[src/rtl/apq_pkg.sv]
`timescale 1ns / 1ps
package apq_pkg;

  localparam int DEPTH_DEF  = 32;
  localparam int VALUE_W    = 16;
  localparam int PRIO_W     = 8;
  localparam int CFG_W      = 6;
  localparam int COUNT_W    = 6;
  localparam int CFG_DATA_W = 32;
  localparam int CFG_ADDR_W = 3;

  localparam logic [CFG_W-1:0] MAX_ENTRIES_RST = 6'd32;

  // register word indexes
  localparam logic [0:0] REG_MAX_ENTRIES = 1'b0;

  typedef enum logic [1:0] {
    CMD_ADD     = 2'd0,
    CMD_EXTRACT = 2'd1,
    CMD_CLEAR   = 2'd2,
    CMD_SORT    = 2'd3
  } cmd_t;

  typedef struct packed {
    logic [VALUE_W-1:0] value;
    logic [PRIO_W-1:0]  prio;
  } entry_t;

  localparam int ENTRY_W = VALUE_W + PRIO_W;

  typedef enum logic [3:0] {
    DP_NOP,
    DP_LATCH,
    DP_ADD,
    DP_CLEAR,
    DP_I_ZERO,
    DP_SCAN_START,
    DP_SCAN,
    DP_SHIFT_START,
    DP_SHIFT_RD,
    DP_SHIFT_WR,
    DP_X_DONE,
    DP_SWAP_A,
    DP_SWAP_B,
    DP_NEXT_I,
    DP_FINISH
  } dp_op_t;

  typedef enum logic [3:0] {
    S_IDLE,
    S_DISPATCH,
    S_OUTER,
    S_SCAN,
    S_SHIFT_START,
    S_SHIFT_RD,
    S_SHIFT_WR,
    S_SWAP_A,
    S_SWAP_B,
    S_FINISH
  } state_t;

  typedef struct packed {
    cmd_t cmd;
    logic cnt_zero;
    logic i_last;
    logic j_end;
    logic pos_is_i;
  } status_t;

endpackage

[src/rtl/apq_ram.sv]
`timescale 1ns / 1ps
module apq_ram #(
  parameter int WIDTH = 24,
  parameter int DEPTH = 32
) (
  input  logic                     clk,
  input  logic                     we,
  input  logic [$clog2(DEPTH)-1:0] waddr,
  input  logic [WIDTH-1:0]         wdata,
  input  logic [$clog2(DEPTH)-1:0] raddr,
  output logic [WIDTH-1:0]         rdata
);

  logic [WIDTH-1:0] mem [DEPTH];

  always_ff @(posedge clk) begin
    if (we) begin
      mem[waddr] <= wdata;
    end
    rdata <= mem[raddr];
  end

endmodule

[src/rtl/apq_ctrl.sv]
`timescale 1ns / 1ps
module apq_ctrl (
  input  logic             clk,
  input  logic             rst_n,
  input  logic             in_valid,
  output logic             in_ready,
  output logic             out_valid,
  input  logic             out_ready,
  input  apq_pkg::status_t status,
  output apq_pkg::dp_op_t  op
);
  import apq_pkg::*;

  state_t state_r, state_nxt;
  logic   out_valid_r, out_valid_nxt;

  always_ff @(posedge clk) begin
    if (!rst_n) begin
      state_r     <= S_IDLE;
      out_valid_r <= 1'b0;
    end else begin
      state_r     <= state_nxt;
      out_valid_r <= out_valid_nxt;
    end
  end

  always_comb begin
    state_nxt     = state_r;
    out_valid_nxt = out_valid_r && !out_ready;
    op            = DP_NOP;
    in_ready      = 1'b0;
    case (state_r)
      S_IDLE: begin
        in_ready = 1'b1;
        if (in_valid) begin
          op        = DP_LATCH;
          state_nxt = S_DISPATCH;
        end
      end
      S_DISPATCH: begin
        case (status.cmd)
          CMD_ADD: begin
            op        = DP_ADD;
            state_nxt = S_FINISH;
          end
          CMD_CLEAR: begin
            op        = DP_CLEAR;
            state_nxt = S_FINISH;
          end
          default: begin
            op        = DP_I_ZERO;
            state_nxt = S_OUTER;
          end
        endcase
      end
      S_OUTER: begin
        if ((status.cmd == CMD_EXTRACT) ? status.cnt_zero : status.i_last) begin
          state_nxt = S_FINISH;
        end else begin
          op        = DP_SCAN_START;
          state_nxt = S_SCAN;
        end
      end
      S_SCAN: begin
        op = DP_SCAN;
        if (status.j_end) begin
          state_nxt = (status.cmd == CMD_EXTRACT) ? S_SHIFT_START : S_SWAP_A;
        end
      end
      S_SHIFT_START: begin
        op        = DP_SHIFT_START;
        state_nxt = S_SHIFT_RD;
      end
      S_SHIFT_RD: begin
        if (status.j_end) begin
          op        = DP_X_DONE;
          state_nxt = S_FINISH;
        end else begin
          op        = DP_SHIFT_RD;
          state_nxt = S_SHIFT_WR;
        end
      end
      S_SHIFT_WR: begin
        op        = DP_SHIFT_WR;
        state_nxt = S_SHIFT_RD;
      end
      S_SWAP_A: begin
        if (status.pos_is_i) begin
          op        = DP_NEXT_I;
          state_nxt = S_OUTER;
        end else begin
          op        = DP_SWAP_A;
          state_nxt = S_SWAP_B;
        end
      end
      S_SWAP_B: begin
        op        = DP_SWAP_B;
        state_nxt = S_OUTER;
      end
      S_FINISH: begin
        // wait until the output register is free
        if (!out_valid_r || out_ready) begin
          op            = DP_FINISH;
          out_valid_nxt = 1'b1;
          state_nxt     = S_IDLE;
        end
      end
      default: begin
        state_nxt = S_IDLE;
      end
    endcase
  end

  assign out_valid = out_valid_r;

endmodule

[src/rtl/apq_dp.sv]
`timescale 1ns / 1ps
module apq_dp #(
  parameter int DEPTH = apq_pkg::DEPTH_DEF
) (
  input  logic                         clk,
  input  logic                         rst_n,
  input  apq_pkg::dp_op_t              op,
  input  logic [1:0]                   in_cmd,
  input  logic [apq_pkg::VALUE_W-1:0]  in_item_value,
  input  logic [apq_pkg::PRIO_W-1:0]   in_item_priority,
  input  logic [apq_pkg::CFG_W-1:0]    max_entries,
  output apq_pkg::status_t             status,
  output logic [apq_pkg::VALUE_W-1:0]  out_value,
  output logic                         out_found,
  output logic                         out_dropped,
  output logic [apq_pkg::COUNT_W-1:0]  out_entry_count,
  output logic                         out_is_empty,
  output logic                         out_is_full
);
  import apq_pkg::*;

  localparam int AW   = (DEPTH > 1) ? $clog2(DEPTH) : 1;
  localparam int CW   = $clog2(DEPTH + 1);
  localparam int CMPW = (CW > CFG_W) ? CW : CFG_W;

  cmd_t               cmd_r, cmd_nxt;
  entry_t             in_ent_r, in_ent_nxt;
  logic [CW-1:0]      cnt_r, cnt_nxt;
  logic [CW-1:0]      i_r, i_nxt;
  logic [CW-1:0]      j_r, j_nxt;
  logic [AW-1:0]      pos_r, pos_nxt;
  logic [AW-1:0]      rd_addr_r;
  entry_t             best_r, best_nxt;
  entry_t             ent_i_r, ent_i_nxt;
  logic               first_r, first_nxt;
  logic [VALUE_W-1:0] res_value_r, res_value_nxt;
  logic               res_found_r, res_found_nxt;
  logic               res_dropped_r, res_dropped_nxt;

  logic [VALUE_W-1:0] out_value_r;
  logic               out_found_r, out_dropped_r, out_empty_r, out_full_r;
  logic [COUNT_W-1:0] out_count_r;

  logic               ram_we;
  logic [AW-1:0]      ram_waddr, ram_raddr;
  entry_t             ram_wdata, ram_rdata;
  logic [ENTRY_W-1:0] rdata_bits;

  logic [CMPW-1:0]    cnt_ext, max_ext, limit;
  logic               full;
  logic               key_gt, take;
  logic [CW:0]        i_plus1;

  apq_ram #(
    .WIDTH (ENTRY_W),
    .DEPTH (DEPTH)
  ) u_ram (
    .clk   (clk),
    .we    (ram_we),
    .waddr (ram_waddr),
    .wdata (ram_wdata),
    .raddr (ram_raddr),
    .rdata (rdata_bits)
  );

  assign ram_rdata = entry_t'(rdata_bits);

  // capacity is the configured limit clamped to the array depth
  assign cnt_ext = CMPW'(cnt_r);
  assign max_ext = CMPW'(max_entries);
  assign limit   = (max_ext > CMPW'(DEPTH)) ? CMPW'(DEPTH) : max_ext;
  assign full    = cnt_ext >= limit;

  assign key_gt  = (cmd_r == CMD_EXTRACT) ? (ram_rdata.prio > best_r.prio)
                                          : (ram_rdata.value > best_r.value);
  assign take    = first_r || key_gt;
  assign i_plus1 = {1'b0, i_r} + {{CW{1'b0}}, 1'b1};

  always_comb begin
    cmd_nxt         = cmd_r;
    in_ent_nxt      = in_ent_r;
    cnt_nxt         = cnt_r;
    i_nxt           = i_r;
    j_nxt           = j_r;
    pos_nxt         = pos_r;
    best_nxt        = best_r;
    ent_i_nxt       = ent_i_r;
    first_nxt       = first_r;
    res_value_nxt   = res_value_r;
    res_found_nxt   = res_found_r;
    res_dropped_nxt = res_dropped_r;
    ram_we          = 1'b0;
    ram_waddr       = cnt_r[AW-1:0];
    ram_wdata       = in_ent_r;
    ram_raddr       = j_r[AW-1:0];
    case (op)
      DP_LATCH: begin
        cmd_nxt         = cmd_t'(in_cmd);
        in_ent_nxt      = '{value: in_item_value, prio: in_item_priority};
        res_value_nxt   = '0;
        res_found_nxt   = 1'b0;
        res_dropped_nxt = 1'b0;
      end
      DP_ADD: begin
        if (full) begin
          res_dropped_nxt = 1'b1;
        end else begin
          ram_we  = 1'b1;
          cnt_nxt = cnt_r + CW'(1);
        end
      end
      DP_CLEAR: begin
        cnt_nxt = '0;
      end
      DP_I_ZERO: begin
        i_nxt = '0;
      end
      DP_SCAN_START: begin
        ram_raddr = i_r[AW-1:0];
        j_nxt     = i_plus1[CW-1:0];
        first_nxt = 1'b1;
      end
      DP_SCAN: begin
        // data in hand came from rd_addr_r, next read is issued at j
        if (take) begin
          best_nxt = ram_rdata;
          pos_nxt  = rd_addr_r;
        end
        if (first_r) begin
          ent_i_nxt = ram_rdata;
        end
        first_nxt = 1'b0;
        if (j_r != cnt_r) begin
          j_nxt = j_r + CW'(1);
        end
      end
      DP_SHIFT_START: begin
        j_nxt = CW'(pos_r) + CW'(1);
      end
      DP_SHIFT_RD: begin
        ram_raddr = j_r[AW-1:0];
      end
      DP_SHIFT_WR: begin
        ram_we    = 1'b1;
        ram_waddr = AW'(j_r - CW'(1));
        ram_wdata = ram_rdata;
        j_nxt     = j_r + CW'(1);
      end
      DP_X_DONE: begin
        cnt_nxt       = cnt_r - CW'(1);
        res_found_nxt = 1'b1;
        res_value_nxt = best_r.value;
      end
      DP_SWAP_A: begin
        ram_we    = 1'b1;
        ram_waddr = i_r[AW-1:0];
        ram_wdata = best_r;
      end
      DP_SWAP_B: begin
        ram_we    = 1'b1;
        ram_waddr = pos_r;
        ram_wdata = ent_i_r;
        i_nxt     = i_plus1[CW-1:0];
      end
      DP_NEXT_I: begin
        i_nxt = i_plus1[CW-1:0];
      end
      default: begin
      end
    endcase
  end

  always_ff @(posedge clk) begin
    if (!rst_n) begin
      cnt_r <= '0;
    end else begin
      cnt_r <= cnt_nxt;
    end
  end

  always_ff @(posedge clk) begin
    cmd_r         <= cmd_nxt;
    in_ent_r      <= in_ent_nxt;
    i_r           <= i_nxt;
    j_r           <= j_nxt;
    pos_r         <= pos_nxt;
    rd_addr_r     <= ram_raddr;
    best_r        <= best_nxt;
    ent_i_r       <= ent_i_nxt;
    first_r       <= first_nxt;
    res_value_r   <= res_value_nxt;
    res_found_r   <= res_found_nxt;
    res_dropped_r <= res_dropped_nxt;
    if (op == DP_FINISH) begin
      out_value_r   <= res_value_r;
      out_found_r   <= res_found_r;
      out_dropped_r <= res_dropped_r;
      out_count_r   <= cnt_ext[COUNT_W-1:0];
      out_empty_r   <= (cnt_r == '0);
      out_full_r    <= full;
    end
  end

  assign status.cmd      = cmd_r;
  assign status.cnt_zero = (cnt_r == '0);
  assign status.i_last   = i_plus1 >= {1'b0, cnt_r};
  assign status.j_end    = (j_r == cnt_r);
  assign status.pos_is_i = (pos_r == i_r[AW-1:0]);

  assign out_value       = out_value_r;
  assign out_found       = out_found_r;
  assign out_dropped     = out_dropped_r;
  assign out_entry_count = out_count_r;
  assign out_is_empty    = out_empty_r;
  assign out_is_full     = out_full_r;

endmodule

[src/rtl/array_priority_queue.sv]
`timescale 1ns / 1ps
// channel   direction  handshake                 payload
// in        input      in_valid / in_ready       in_cmd, in_item_value, in_item_priority
// out       output     out_valid / out_ready     out_value, out_found, out_dropped,
//                                                out_entry_count, out_is_empty, out_is_full
// cfg       input      apb psel/penable, pready  cfg_paddr, cfg_pwdata, cfg_prdata
//
// one item at a time; n entries held, memory with one read and one write port per cycle.
// add and clear go from dispatch straight to the result; extract and sort run a scan loop
// over the entry memory, followed by a shift (extract) or a swap (sort).
// synchronous active-low reset empties the queue and sets max_entries to 32; no clearing pass.
// a new item is taken while the previous result waits; a stalled result holds the block
// at its final step.
module array_priority_queue #(
  parameter int DEPTH = apq_pkg::DEPTH_DEF
) (
  input  logic                            clk,
  input  logic                            rst_n,
  input  logic                            in_valid,
  output logic                            in_ready,
  input  logic [1:0]                      in_cmd,
  input  logic [apq_pkg::VALUE_W-1:0]     in_item_value,
  input  logic [apq_pkg::PRIO_W-1:0]      in_item_priority,
  output logic                            out_valid,
  input  logic                            out_ready,
  output logic [apq_pkg::VALUE_W-1:0]     out_value,
  output logic                            out_found,
  output logic                            out_dropped,
  output logic [apq_pkg::COUNT_W-1:0]     out_entry_count,
  output logic                            out_is_empty,
  output logic                            out_is_full,
  input  logic                            cfg_psel,
  input  logic                            cfg_penable,
  input  logic                            cfg_pwrite,
  input  logic [apq_pkg::CFG_ADDR_W-1:0]  cfg_paddr,
  input  logic [apq_pkg::CFG_DATA_W-1:0]  cfg_pwdata,
  output logic [apq_pkg::CFG_DATA_W-1:0]  cfg_prdata,
  output logic                            cfg_pready
);
  import apq_pkg::*;

  logic [CFG_W-1:0] max_entries_r, max_entries_nxt;
  logic             cfg_wr;
  logic [0:0]       cfg_word;
  dp_op_t           op;
  status_t          status;

  assign cfg_pready = 1'b1;
  assign cfg_word   = cfg_paddr[CFG_ADDR_W-1:2];
  assign cfg_wr     = cfg_psel && cfg_penable && cfg_pwrite && cfg_pready;

  always_comb begin
    max_entries_nxt = max_entries_r;
    if (cfg_wr && (cfg_word == REG_MAX_ENTRIES)) begin
      max_entries_nxt = cfg_pwdata[CFG_W-1:0];
    end
  end

  always_ff @(posedge clk) begin
    if (!rst_n) begin
      max_entries_r <= MAX_ENTRIES_RST;
    end else begin
      max_entries_r <= max_entries_nxt;
    end
  end

  assign cfg_prdata = (cfg_word == REG_MAX_ENTRIES) ?
                      {{(CFG_DATA_W-CFG_W){1'b0}}, max_entries_r} : '0;

  apq_ctrl u_ctrl (
    .clk       (clk),
    .rst_n     (rst_n),
    .in_valid  (in_valid),
    .in_ready  (in_ready),
    .out_valid (out_valid),
    .out_ready (out_ready),
    .status    (status),
    .op        (op)
  );

  apq_dp #(
    .DEPTH (DEPTH)
  ) u_dp (
    .clk              (clk),
    .rst_n            (rst_n),
    .op               (op),
    .in_cmd           (in_cmd),
    .in_item_value    (in_item_value),
    .in_item_priority (in_item_priority),
    .max_entries      (max_entries_r),
    .status           (status),
    .out_value        (out_value),
    .out_found        (out_found),
    .out_dropped      (out_dropped),
    .out_entry_count  (out_entry_count),
    .out_is_empty     (out_is_empty),
    .out_is_full      (out_is_full)
  );

endmodule
[config.mk]
export PLATFORM = sky130hd
export DESIGN_NAME = array_priority_queue
export DESIGN_NICKNAME = d
export VERILOG_FILES = /design/src/rtl/apq_pkg.sv /design/src/rtl/apq_ram.sv /design/src/rtl/apq_ctrl.sv /design/src/rtl/apq_dp.sv /design/src/rtl/array_priority_queue.sv
export SDC_FILE = /design/constraint.sdc
export NUM_CORES = 1
export LEC_CHECK = 0
export BUFFER_PORTS_ARGS = -buffer_cell sky130_fd_sc_hd__buf_2
export CORE_MARGIN = 4
export CORE_UTILIZATION = 62
export CTS_CLUSTER_SIZE = 14
export DETAILED_ROUTE_END_ITERATION = 10
export GPL_ROUTABILITY_DRIVEN = 0
export GPL_TIMING_DRIVEN = 1
export PLACE_DENSITY = 0.79
export SYNTH_ARGS = -nofsm -noshare
export SYNTH_HDL_FRONTEND = slang
export SYNTH_HIERARCHICAL = 1
export SYNTH_SLANG_ARGS = --single-unit
[constraint.sdc]
create_clock -name clk -period 5.8 [get_ports clk]
set_input_delay 1.16 -clock clk [delete_from_list [all_inputs] [get_ports clk]]
set_output_delay 1.16 -clock clk [all_outputs]
set_load 0.01 [all_outputs]
# Word-level counts from Yosys, hierarchy flattened
# Memories as Yosys holds them, arrays and structs flattened. A register that Yosys moved wholly into a read port is not among the register bits.
# Index checks and enable logic that the tools add are counted.
# op_classes
order_cmp,5
n_reduce_logical,27
muxes,40
n_eq_ne,33
add_sub_neg,6
bitwise_logic,1
# op_table
op,count
$pmux 24 s3,1
$pmux 4 s10,1
$pmux 4 s9,1
$eq 4x3->1 const B,8
$eq 4x4->1 const B,8
$mux 4,8
$pmux 16 s2,1
$mux 6,4
$pmux 6 s4,1
$pmux 6 s3,1
$eq 4x2->1 const B,4
$gt 16x16->1,1
$pmux 5 s3,1
$add 6x1->6 const B,2
$pmux 6 s2,1
$mux 1,10
$reduce_and 2->1,5
$eq 4x1->1 const B,2
$gt 8x8->1,1
$pmux 1 s2,4
$reduce_bool 2->1,4
$add 6x1->7 const B,1
$ge 7x6->1,1
$add 5x1->6 const B,1
other kinds (27),40
# word_totals
mem_count,1
out_inout_bits,61
ram_bits,768
input_bits,68
regBits,158
# memory_table
name,depth,word_bits,rd,rd_ports_with_merged_regs,wr,line_no,rtl
u_dp.u_ram.mem,32,24,1,1,1,apq_ram.sv:14,logic [WIDTH-1:0] mem [DEPTH];

# Logic depth before layout (Yosys ltp)
# Gate-level depths: netlist of run 1.
# logic_depth
word_depth,10
mapped_depth,25
ltp_nobuf,19

# Hierarchy
# The synthesis of run 1 kept the hierarchy.
# modules_own_cells
module,area_per_inst_um2,n_inst,seq_area_each_um2,cells_each
apq_ram,30483.0,1,23542.6,1711
apq_dp,7161.9,1,4304.1,566
array_priority_queue,518.0,1,120.1,62
apq_ctrl,485.5,1,100.1,73

# Worst setup path before layout of run 1
# No wires, ideal clock.
# synth_path
kind,register -> register
from,reg u_dp.i_r[1]
to,reg u_dp/best_r[0] in the netlist's numbering (enable)
stages_incl_launch_ff,14
arrival_ns,4.884
path_buffers,0
setup_ns,0.455
slack_ns,0.460
t_required_ns,5.345
period_less_slack_ns,5.340
path_cell_list,edfxtp_1 > ha_1 > ha_1 > a21o_1 > a21o_1 > a21oi_1 > o211ai_1 > mux2i_1 > a22oi_1 > nand3b_1 > and4bb_2 > inv_1 > or3_1 > o21ai_0
# synth_lines
element,line_no,rtl
from (decl),apq_dp.sv:29,"logic [CW-1:0] i_r, i_nxt;"
from (signal assigned),apq_dp.sv:184,i_r <= i_nxt;
to (signal assigned),apq_dp.sv:188,best_r <= best_nxt;
to (decl),apq_dp.sv:33,"entry_t best_r, best_nxt;"

==> results of run 1 <==
## critical path, cell delays in order, from the launching register on
cell and delay [ns]:
sky130_fd_sc_hd__edfxtp_1 0.52, sky130_fd_sc_hd__ha_1 0.28, sky130_fd_sc_hd__nand3_1 0.09, sky130_fd_sc_hd__xor2_1 0.29, sky130_fd_sc_hd__inv_1 0.10, sky130_fd_sc_hd__ha_1 0.28, sky130_fd_sc_hd__nand2_1 0.05, sky130_fd_sc_hd__o211ai_1 0.21
sky130_fd_sc_hd__mux2i_1 0.17, sky130_fd_sc_hd__a22oi_1 0.22, sky130_fd_sc_hd__nand3b_1 0.34, sky130_fd_sc_hd__nand2b_1 0.20, sky130_fd_sc_hd__or2_1 0.29, sky130_fd_sc_hd__nor2_4 0.06, sky130_fd_sc_hd__a21oi_2 0.34, sky130_fd_sc_hd__a22oi_1 0.12
sky130_fd_sc_hd__o21ai_0 0.39, sky130_fd_sc_hd__or3b_2 0.59, sky130_fd_sc_hd__nor2_2 0.15, sky130_fd_sc_hd__buf_4 0.42
## worst max path at each step
stage,from,endpoint,slack (ns),depth (start not counted)
global route,u_dp/i_r[1]$_SDFFCE_PN0P_,u_dp/u_ram/mem[19][4]$_DFFE_PP_,0.01,19
detailed placement,u_dp/i_r[1]$_SDFFCE_PN0P_,u_dp/u_ram/rdata[8]$_DFF_P_,0.22,19
global placement,u_dp/i_r[1]$_SDFFCE_PN0P_,u_dp/u_ram/rdata[23]$_DFF_P_,0.38,19
CTS,u_dp/i_r[1]$_SDFFCE_PN0P_,u_dp/u_ram/rdata[23]$_DFF_P_,0.18,19
finish,u_dp/i_r[1]$_SDFFCE_PN0P_,u_dp/u_ram/mem[19][0]$_DFFE_PP_,0.28,19
floorplan,u_dp/i_r[1]$_SDFFCE_PN0P_,u_dp/best_r[0]$_DFFE_PP_,0.46,13
## final cells by class
class	count	area, um2
Timing Repair Buffer	164	1240
Clock buffer	119	2490
Fill cell	3819	18600
Tap cell	837	1050
Sequential cell	950	28100
Inverter	46	173
Multi-Input combinational cell	1286	9650
Clock inverter	50	457
## per-stage QoR
stage          hold slack, ns  setup WS (ns)  utilization
2_1_floorplan           0.386          0.460            -
3_3_place_gp            0.386          0.384        0.651
3_5_place_dp            0.389          0.217        0.651
4_1_cts                 0.404          0.179        0.699
5_1_grt                 0.410         0.0110        0.699
6_report                0.404          0.283        0.699
## repair_timing
| item | 4_1_cts | 5_1_grt |
|---|---|---|
| setup endpoints to repair | 0 | 15 |
| hold endpoints to repair | 0 | 0 |
| resized for setup | 0 | 1 |
## layer usage
metal,vias to the layer above,global-route usage,routed length (um)
met5,-,0,0
met4,0,0.118,4200
met3,248,0.0579,8100
met2,1110,0.415,41600
met1,10900,0.343,33000
li1,9520,-,-
## state kept, by name (all words and copies together) (netlist names), 2 cells and up
name,flops
u_dp/rd_addr_r,5
u_dp/best_r,24
u_dp/out_value,16
u_dp/u_ram/mem,768
u_dp/res_value_r,16
u_dp/j_r,6
u_dp/cnt_ext,6
u_dp/cmd_r,2
u_dp/i_r,6
u_ctrl/state_r,4
u_dp/pos_r,5
u_dp/u_ram/rdata,24
u_dp/in_ent_r,24
max_entries_r,6
u_dp/ent_i_r,24
u_dp/out_entry_count,6
## power breakdown
part / switching, mW / internal [mW]
Combinational: 5.79 / 2.95
Sequential: 0.361 / 9.37
Clock: 2.49 / 3.32
## synth_stat cells, types with 26 or more instances
library cell               instances  area [um2]
sky130_fd_sc_hd__clkbuf_1         46         173
sky130_fd_sc_hd__mux2i_1         423        4230
sky130_fd_sc_hd__edfxtp_1        904       27100
sky130_fd_sc_hd__inv_1            45         169
sky130_fd_sc_hd__ha_1             43         538
sky130_fd_sc_hd__a22oi_1          76         571
sky130_fd_sc_hd__a22o_1           53         464
sky130_fd_sc_hd__nor2_1           90         338
sky130_fd_sc_hd__nor3_1           31         155
sky130_fd_sc_hd__dfxtp_1          46         921
sky130_fd_sc_hd__buf_2            36         180
sky130_fd_sc_hd__nand3_1          82         410
sky130_fd_sc_hd__a31oi_1          28         175
sky130_fd_sc_hd__buf_4            42         315
sky130_fd_sc_hd__nand2_1         126         473
sky130_fd_sc_hd__a221o_1          26         260
sky130_fd_sc_hd__a21oi_1         100         500
## cell families after synthesis
logic type / share of synthesized area
adder cells (fa/ha/maj): 0.0144
multiplexers: 0.110
AND/OR/NAND/NOR: 0.0532
XOR/XNOR: 0.00589
other: 0.000194
flip-flops: 0.726
buffers and inverters: 0.0297
AO/OA/AOI/OAI: 0.0602
==> run summary, run 1 <==
- 0 — post-route antenna net violation count
- built — clock tree from TritonCTS
- 43100 um2 — final design area excluding fillers
- 0 — post-CTS repair timing setup buffer count
- 0 — worst hold path depth
- complete, no violations — outcome
- 0 — Final Hold Viols
- 0.726 — part of the Yosys area used for sequential elements
- 0 — share of flip-flops with an asynchronous set or reset
- 0.434 mV — worst-case vdd ir drop
- 0 — Max-cap violations
- 0 ns — setup_tns
- u_dp/u_ram/mem[19][0]$_DFFE_PP_ — worst flop-to-flop path endpoint
- 15.5 nW — Static Leakage
- 904 — number of enable-type register cells in the synthesized netlist
- 950 — total of flip-flops plus latches after synthesis
- 0 — final setup vio count
- 19 — length in cells of the worst reg-to-reg path
- flip-flop — critical path startpoint category
- 904 x sky130_fd_sc_hd__edfxtp_1, 423 x sky130_fd_sc_hd__mux2i_1, 126 x sky130_fd_sc_hd__nand2_1 — leading cell types in the layout, fill and taps excluded
- 87000 um — total detailed-routing wirelength
- 0 — total count of max-transition violations in the final report
- 16.0 um2 — average size of a mapped cell
- 3 — maximum number of buffers from clock root to sink
- 6 — Yosys warning count
- 0 — ant diodes
- flip-flop to flip-flop — Min-Delay Path Class
- 73 — count of input and output buffers
- 92 — clock buffer count from CTS
- 21700 — via count of the first global-routing pass
- 258 um — horizontal die dimension
- 24 — maximum fanout along the worst path
- 51000 um — HPWL after DPL
- 6.30 — Vias per Instance
- 0.138 — layout cells sized above 1
- 0 — number of antenna violations at the first check in global routing
- 950 — clock sinks
- 0.28 ns — setup slack of the worst register-to-register path
- u_dp/pos_r[2]$_DFFE_PP_ — end point of the worst hold path
- 5.52 ns — Final min period
- 258 um — Chip Height
- 3283 — cell count after placement
- 563 nW/um2 — power density over the cells
- 63 — Netlist cell types
- 98 — maximum number of pins on one net before global-route repair
- 0 — hold bufs inserted after CTS
- 0 — total congestion overflow
- 61700 um2 — core outline area
- u_dp/i_r[1]$_SDFFCE_PN0P_ — Critical R2R Launch
- 21800 — total number of vias
- 0.951 — fraction of the cycle the final worst path needs
- 0.65 ns — Worst-Skew Late Latency
- 0.06 ns — clock-pin transition on the worst setup and hold timing paths
- 181 MHz — Achievable Freq
- flip-flop to flip-flop — critical path class
- 6 — iteration count of the initial detailed-routing pass
- 0 — DRC errors left
- 3452 — Final Non-Filler Cells
- sky130_fd_sc_hd__clkbuf_16 — clock tree root driver cell
- 6.09 ns — Worst EP required
- 0.156 — relative max-transition margin
- no — unrepaired setup endpoints after global routing
- 38600 um2 — area of the mapped netlist
- 130000 um — first-pass GRT wire length
- 2412 — Post-Syn Instances
- 2652 — # nets final
- 66400 um2 — total die area
- 2158 — iteration-0 DRC count of the detailed router
- 25.2 um — routed length per placed instance
- 0.0157 ns — Worst Skew
- u_dp/rd_addr_r[2]$_DFF_P_ — hold wc startpoint
- 3 — H-tree Lvls
- 24.3 mW — post-layout total power
- 91 — number of rows in the core area
- 1.27 ns — Tightest Pin Transition
- 11.6% — area growth from synthesis to layout
- 5.80 ns — arrival time worst endpoint
- flip-flop — CP Capture Type
- 0.259 — all-layer global routing usage
- 0.626 — starting density of the core
- sky130_fd_sc_hd__edfxtp_1 — main flop type after synthesis
- 129 — number of top-level design ports
- sky130_fd_sc_hd__edfxtp_1 — most common library cell in the layout ignoring fill and taps
- 40200 um2 — post-place instance area
Note: power is estimated with default switching activity, not from simulation.
==> inputs of run 2 (changes only) <==
--- a/config.mk
+++ b/config.mk
@@ -6,7 +6,6 @@
 export NUM_CORES = 1
 export LEC_CHECK = 0
 export BUFFER_PORTS_ARGS = -buffer_cell sky130_fd_sc_hd__buf_2
-export CORE_MARGIN = 4
 export CORE_UTILIZATION = 62
 export CTS_CLUSTER_SIZE = 14
 export DETAILED_ROUTE_END_ITERATION = 10
==> run summary, run 2 (synthesized netlist as in run 1, its figures left out) <==
- built — clock tree from TritonCTS
- 2335 — iteration-0 DRC count of the detailed router
- 91 — number of rows in the core area
- 49600 um — HPWL after DPL
- 8.45 mW — switching power summed over all nets
- 127000 um — first-pass GRT wire length
- complete, no violations — outcome
- 553 nW/um2 — power density over the cells
- 0.35 ns — setup slack of the worst register-to-register path
- 0.362 — combinational group share of total power
- 21600 — total number of vias
- 7 — iteration count of the initial detailed-routing pass
- flip-flop — CP Capture Type
- 0 — Final Hold Viols
- xnor2_1 > nand4_1 > nor3_1 > and2b_1 > or4_4 > o31ai_1 > or2_2 > nand2b_1 > or2_1 > nor2_4 > a21oi_4 > a221o_1 > nand3b_1 > nor2_2 > buf_12 — CP cell instances
- 61600 um2 — core outline area
- 0.406 ns — Final Hold Slack
- 0.06 ns — clock-pin transition on the worst setup and hold timing paths
- 84300 um — total detailed-routing wirelength
- 0 — Max-cap violations
- 0 — worst hold path depth
- 252 um — horizontal die dimension
- 1 — number of buffers and inverters on the critical path
- 0.357 — switching portion of total power
- flip-flop — critical path startpoint category
- 73 — count of input and output buffers
- flip-flop to flip-flop — Min-Delay Path Class
- 76 — maximum number of pins on one net before global-route repair
- 129 — number of top-level design ports
- 0.268 — all-layer global routing usage
- u_dp/u_ram/mem — largest register by flop count
- 0.624 mV — worst-case vdd ir drop
- 252 um — Chip Height
- u_dp/cnt_ext[1]$_SDFFE_PN0P_ — Critical R2R Launch
- 0 — post-route antenna net violation count
- 768 — max reg flops
- 6.14 ns — Worst EP required
- u_dp/pos_r[1]$_DFFE_PP_ — end point of the worst hold path
- 0.939 — fraction of the cycle the final worst path needs
- 3743 — number of fill cells
- 0 ns — setup_tns
- 2639 — # nets final
- 0.67 ns — longest individual stage delay on the worst path
- flip-flop to flip-flop — critical path class
- 950 — clock sinks
- 184 MHz — Achievable Freq
- 0.0241 ns — Worst Skew
- 3 — H-tree Lvls
- 21400 — via count of the first global-routing pass
- 0.129 — layout cells sized above 1
- 6.29 — Vias per Instance
- 5.45 ns — Final min period
- 5.79 ns — arrival time worst endpoint
- 3 — maximum number of buffers from clock root to sink
- 1.40 ns — Tightest Pin Transition
- 15 — length in cells of the worst reg-to-reg path
- 0 — total count of max-transition violations in the final report
- no — unrepaired setup endpoints after global routing
- 0.0685 — relative max-transition margin
- 18 — maximum fanout along the worst path
- sky130_fd_sc_hd__nor2_2 — Slowest cell on crit path
- 0.228 — clock share of power
- 88 — clock buffer count from CTS
- 0 — number of antenna violations at the first check in global routing
- 0.411 — sequential group share of total power
- 15.2 mW — internal power
- 63300 um2 — total die area
- 0 — DRC errors left
- u_dp/rd_addr_r[1]$_DFF_P_ — hold wc startpoint
- 904 x sky130_fd_sc_hd__edfxtp_1, 423 x sky130_fd_sc_hd__mux2i_1, 126 x sky130_fd_sc_hd__nand2_1 — leading cell types in the layout, fill and taps excluded
- u_dp/u_ram/mem[22][23]$_DFFE_PP_ — worst flop-to-flop path endpoint
- 0 — total congestion overflow
- 0.627 — starting density of the core
- 24.6 um — routed length per placed instance
- simple AND/OR/NAND/NOR gates — Top delay family on crit path
- 15.4 nW — Static Leakage
- 0 — final setup vio count
- 0.65 ns — Worst-Skew Late Latency
- 11.0% — area growth from synthesis to layout
- sky130_fd_sc_hd__edfxtp_1 — most common library cell in the layout ignoring fill and taps
- sky130_fd_sc_hd__clkbuf_16 — clock tree root driver cell
run 2: cell count changes in the layout (fill, tap and decap cells not counted), moves of 3 or more:
cell / delta
sky130_fd_sc_hd__buf_12: +7
sky130_fd_sc_hd__buf_4: -16
sky130_fd_sc_hd__bufinv_16: -3
sky130_fd_sc_hd__clkbuf_1: +5
sky130_fd_sc_hd__clkbuf_8: -9
run 2: worst max-delay path by stage:
stage,from,to,slack [ns],cells past startpoint
final,u_dp/cnt_ext[1]$_SDFFE_PN0P_,u_dp/u_ram/mem[22][23]$_DFFE_PP_,0.35,15
after global routing,u_dp/i_r[1]$_SDFFCE_PN0P_,u_dp/u_ram/mem[22][23]$_DFFE_PP_,0.01,17
after CTS,u_dp/cnt_ext[1]$_SDFFE_PN0P_,u_dp/u_ram/mem[9][19]$_DFFE_PP_,0.23,17
after detailed placement,u_dp/cnt_ext[1]$_SDFFE_PN0P_,u_dp/u_ram/mem[9][23]$_DFFE_PP_,0.26,17
after global placement,u_dp/cnt_ext[1]$_SDFFE_PN0P_,u_dp/u_ram/mem[9][9]$_DFFE_PP_,0.36,17
after floorplan,u_dp/i_r[1]$_SDFFCE_PN0P_,u_dp/best_r[0]$_DFFE_PP_,0.46,13
run 2: per-layer routing:
| layer | vias up | GRT usage | wire length [um] |
|---|---|---|---|
| met4 | 0 | 0.107 | 2940 |
| met1 | 10800 | 0.361 | 33300 |
| met2 | 1078 | 0.444 | 41700 |
| li1 | 9511 | - | - |
| met3 | 186 | 0.0380 | 6440 |
| met5 | - | 0 | 0 |
run 2: worst reg2reg max path, stage by stage (launching register included):
cell and delay, ns:
sky130_fd_sc_hd__dfxtp_1 0.60, sky130_fd_sc_hd__xnor2_1 0.18, sky130_fd_sc_hd__nand4_1 0.11, sky130_fd_sc_hd__nor3_1 0.35, sky130_fd_sc_hd__and2b_1 0.24, sky130_fd_sc_hd__or4_4 0.48
sky130_fd_sc_hd__o31ai_1 0.11, sky130_fd_sc_hd__or2_2 0.42, sky130_fd_sc_hd__nand2b_1 0.17, sky130_fd_sc_hd__or2_1 0.28, sky130_fd_sc_hd__nor2_4 0.12, sky130_fd_sc_hd__a21oi_4 0.32
sky130_fd_sc_hd__a221o_1 0.31, sky130_fd_sc_hd__nand3b_1 0.49, sky130_fd_sc_hd__nor2_2 0.67, sky130_fd_sc_hd__buf_12 0.25
run 2: final cells by class:
cell class | count | area, um2 | share of cell area
antenna | 1 | 2.50 | 0.0000584
clock buffer | 113 | 2340 | 0.0545
clock inverter | 44 | 329 | 0.00767
inverter | 46 | 173 | 0.00403
multi-input combinational | 1286 | 9670 | 0.225
sequential | 950 | 28100 | 0.655
tap | 837 | 1050 | 0.0244
timing repair buffer | 155 | 1260 | 0.0293
run 2: repair_timing:
action                                  in CTS  in global routing
resized for setup                            0                  3
setup buffers                                0                  1
endpoints found under the setup margin       0                699
hold buffers                                 0                  0
run 2: metrics by stage:
stage	power (mW)	utilization	instances	worst slack (ns)	instance area, um2
global route	24.5	0.696	3431	0.0145	42900
CTS	23.7	0.696	3430	0.229	42900
global placement	18.0	0.652	3273	0.358	40200
finish	23.7	0.696	3432	0.354	42900
detailed placement	18.3	0.652	3273	0.264	40200
floorplan	15.6	-	2437	0.460	38700
run 2: power groups by stage:
stage / logic [mW] / registers [mW] / clock network [mW]
2_1_floorplan: 5.99 / 9.64 / 0
3_3_place_gp: 8.16 / 9.83 / 0
3_5_place_dp: 8.41 / 9.86 / 0
4_1_cts: 8.49 / 9.72 / 5.45
5_1_grt: 9.07 / 9.77 / 5.71
6_report: 8.58 / 9.73 / 5.39
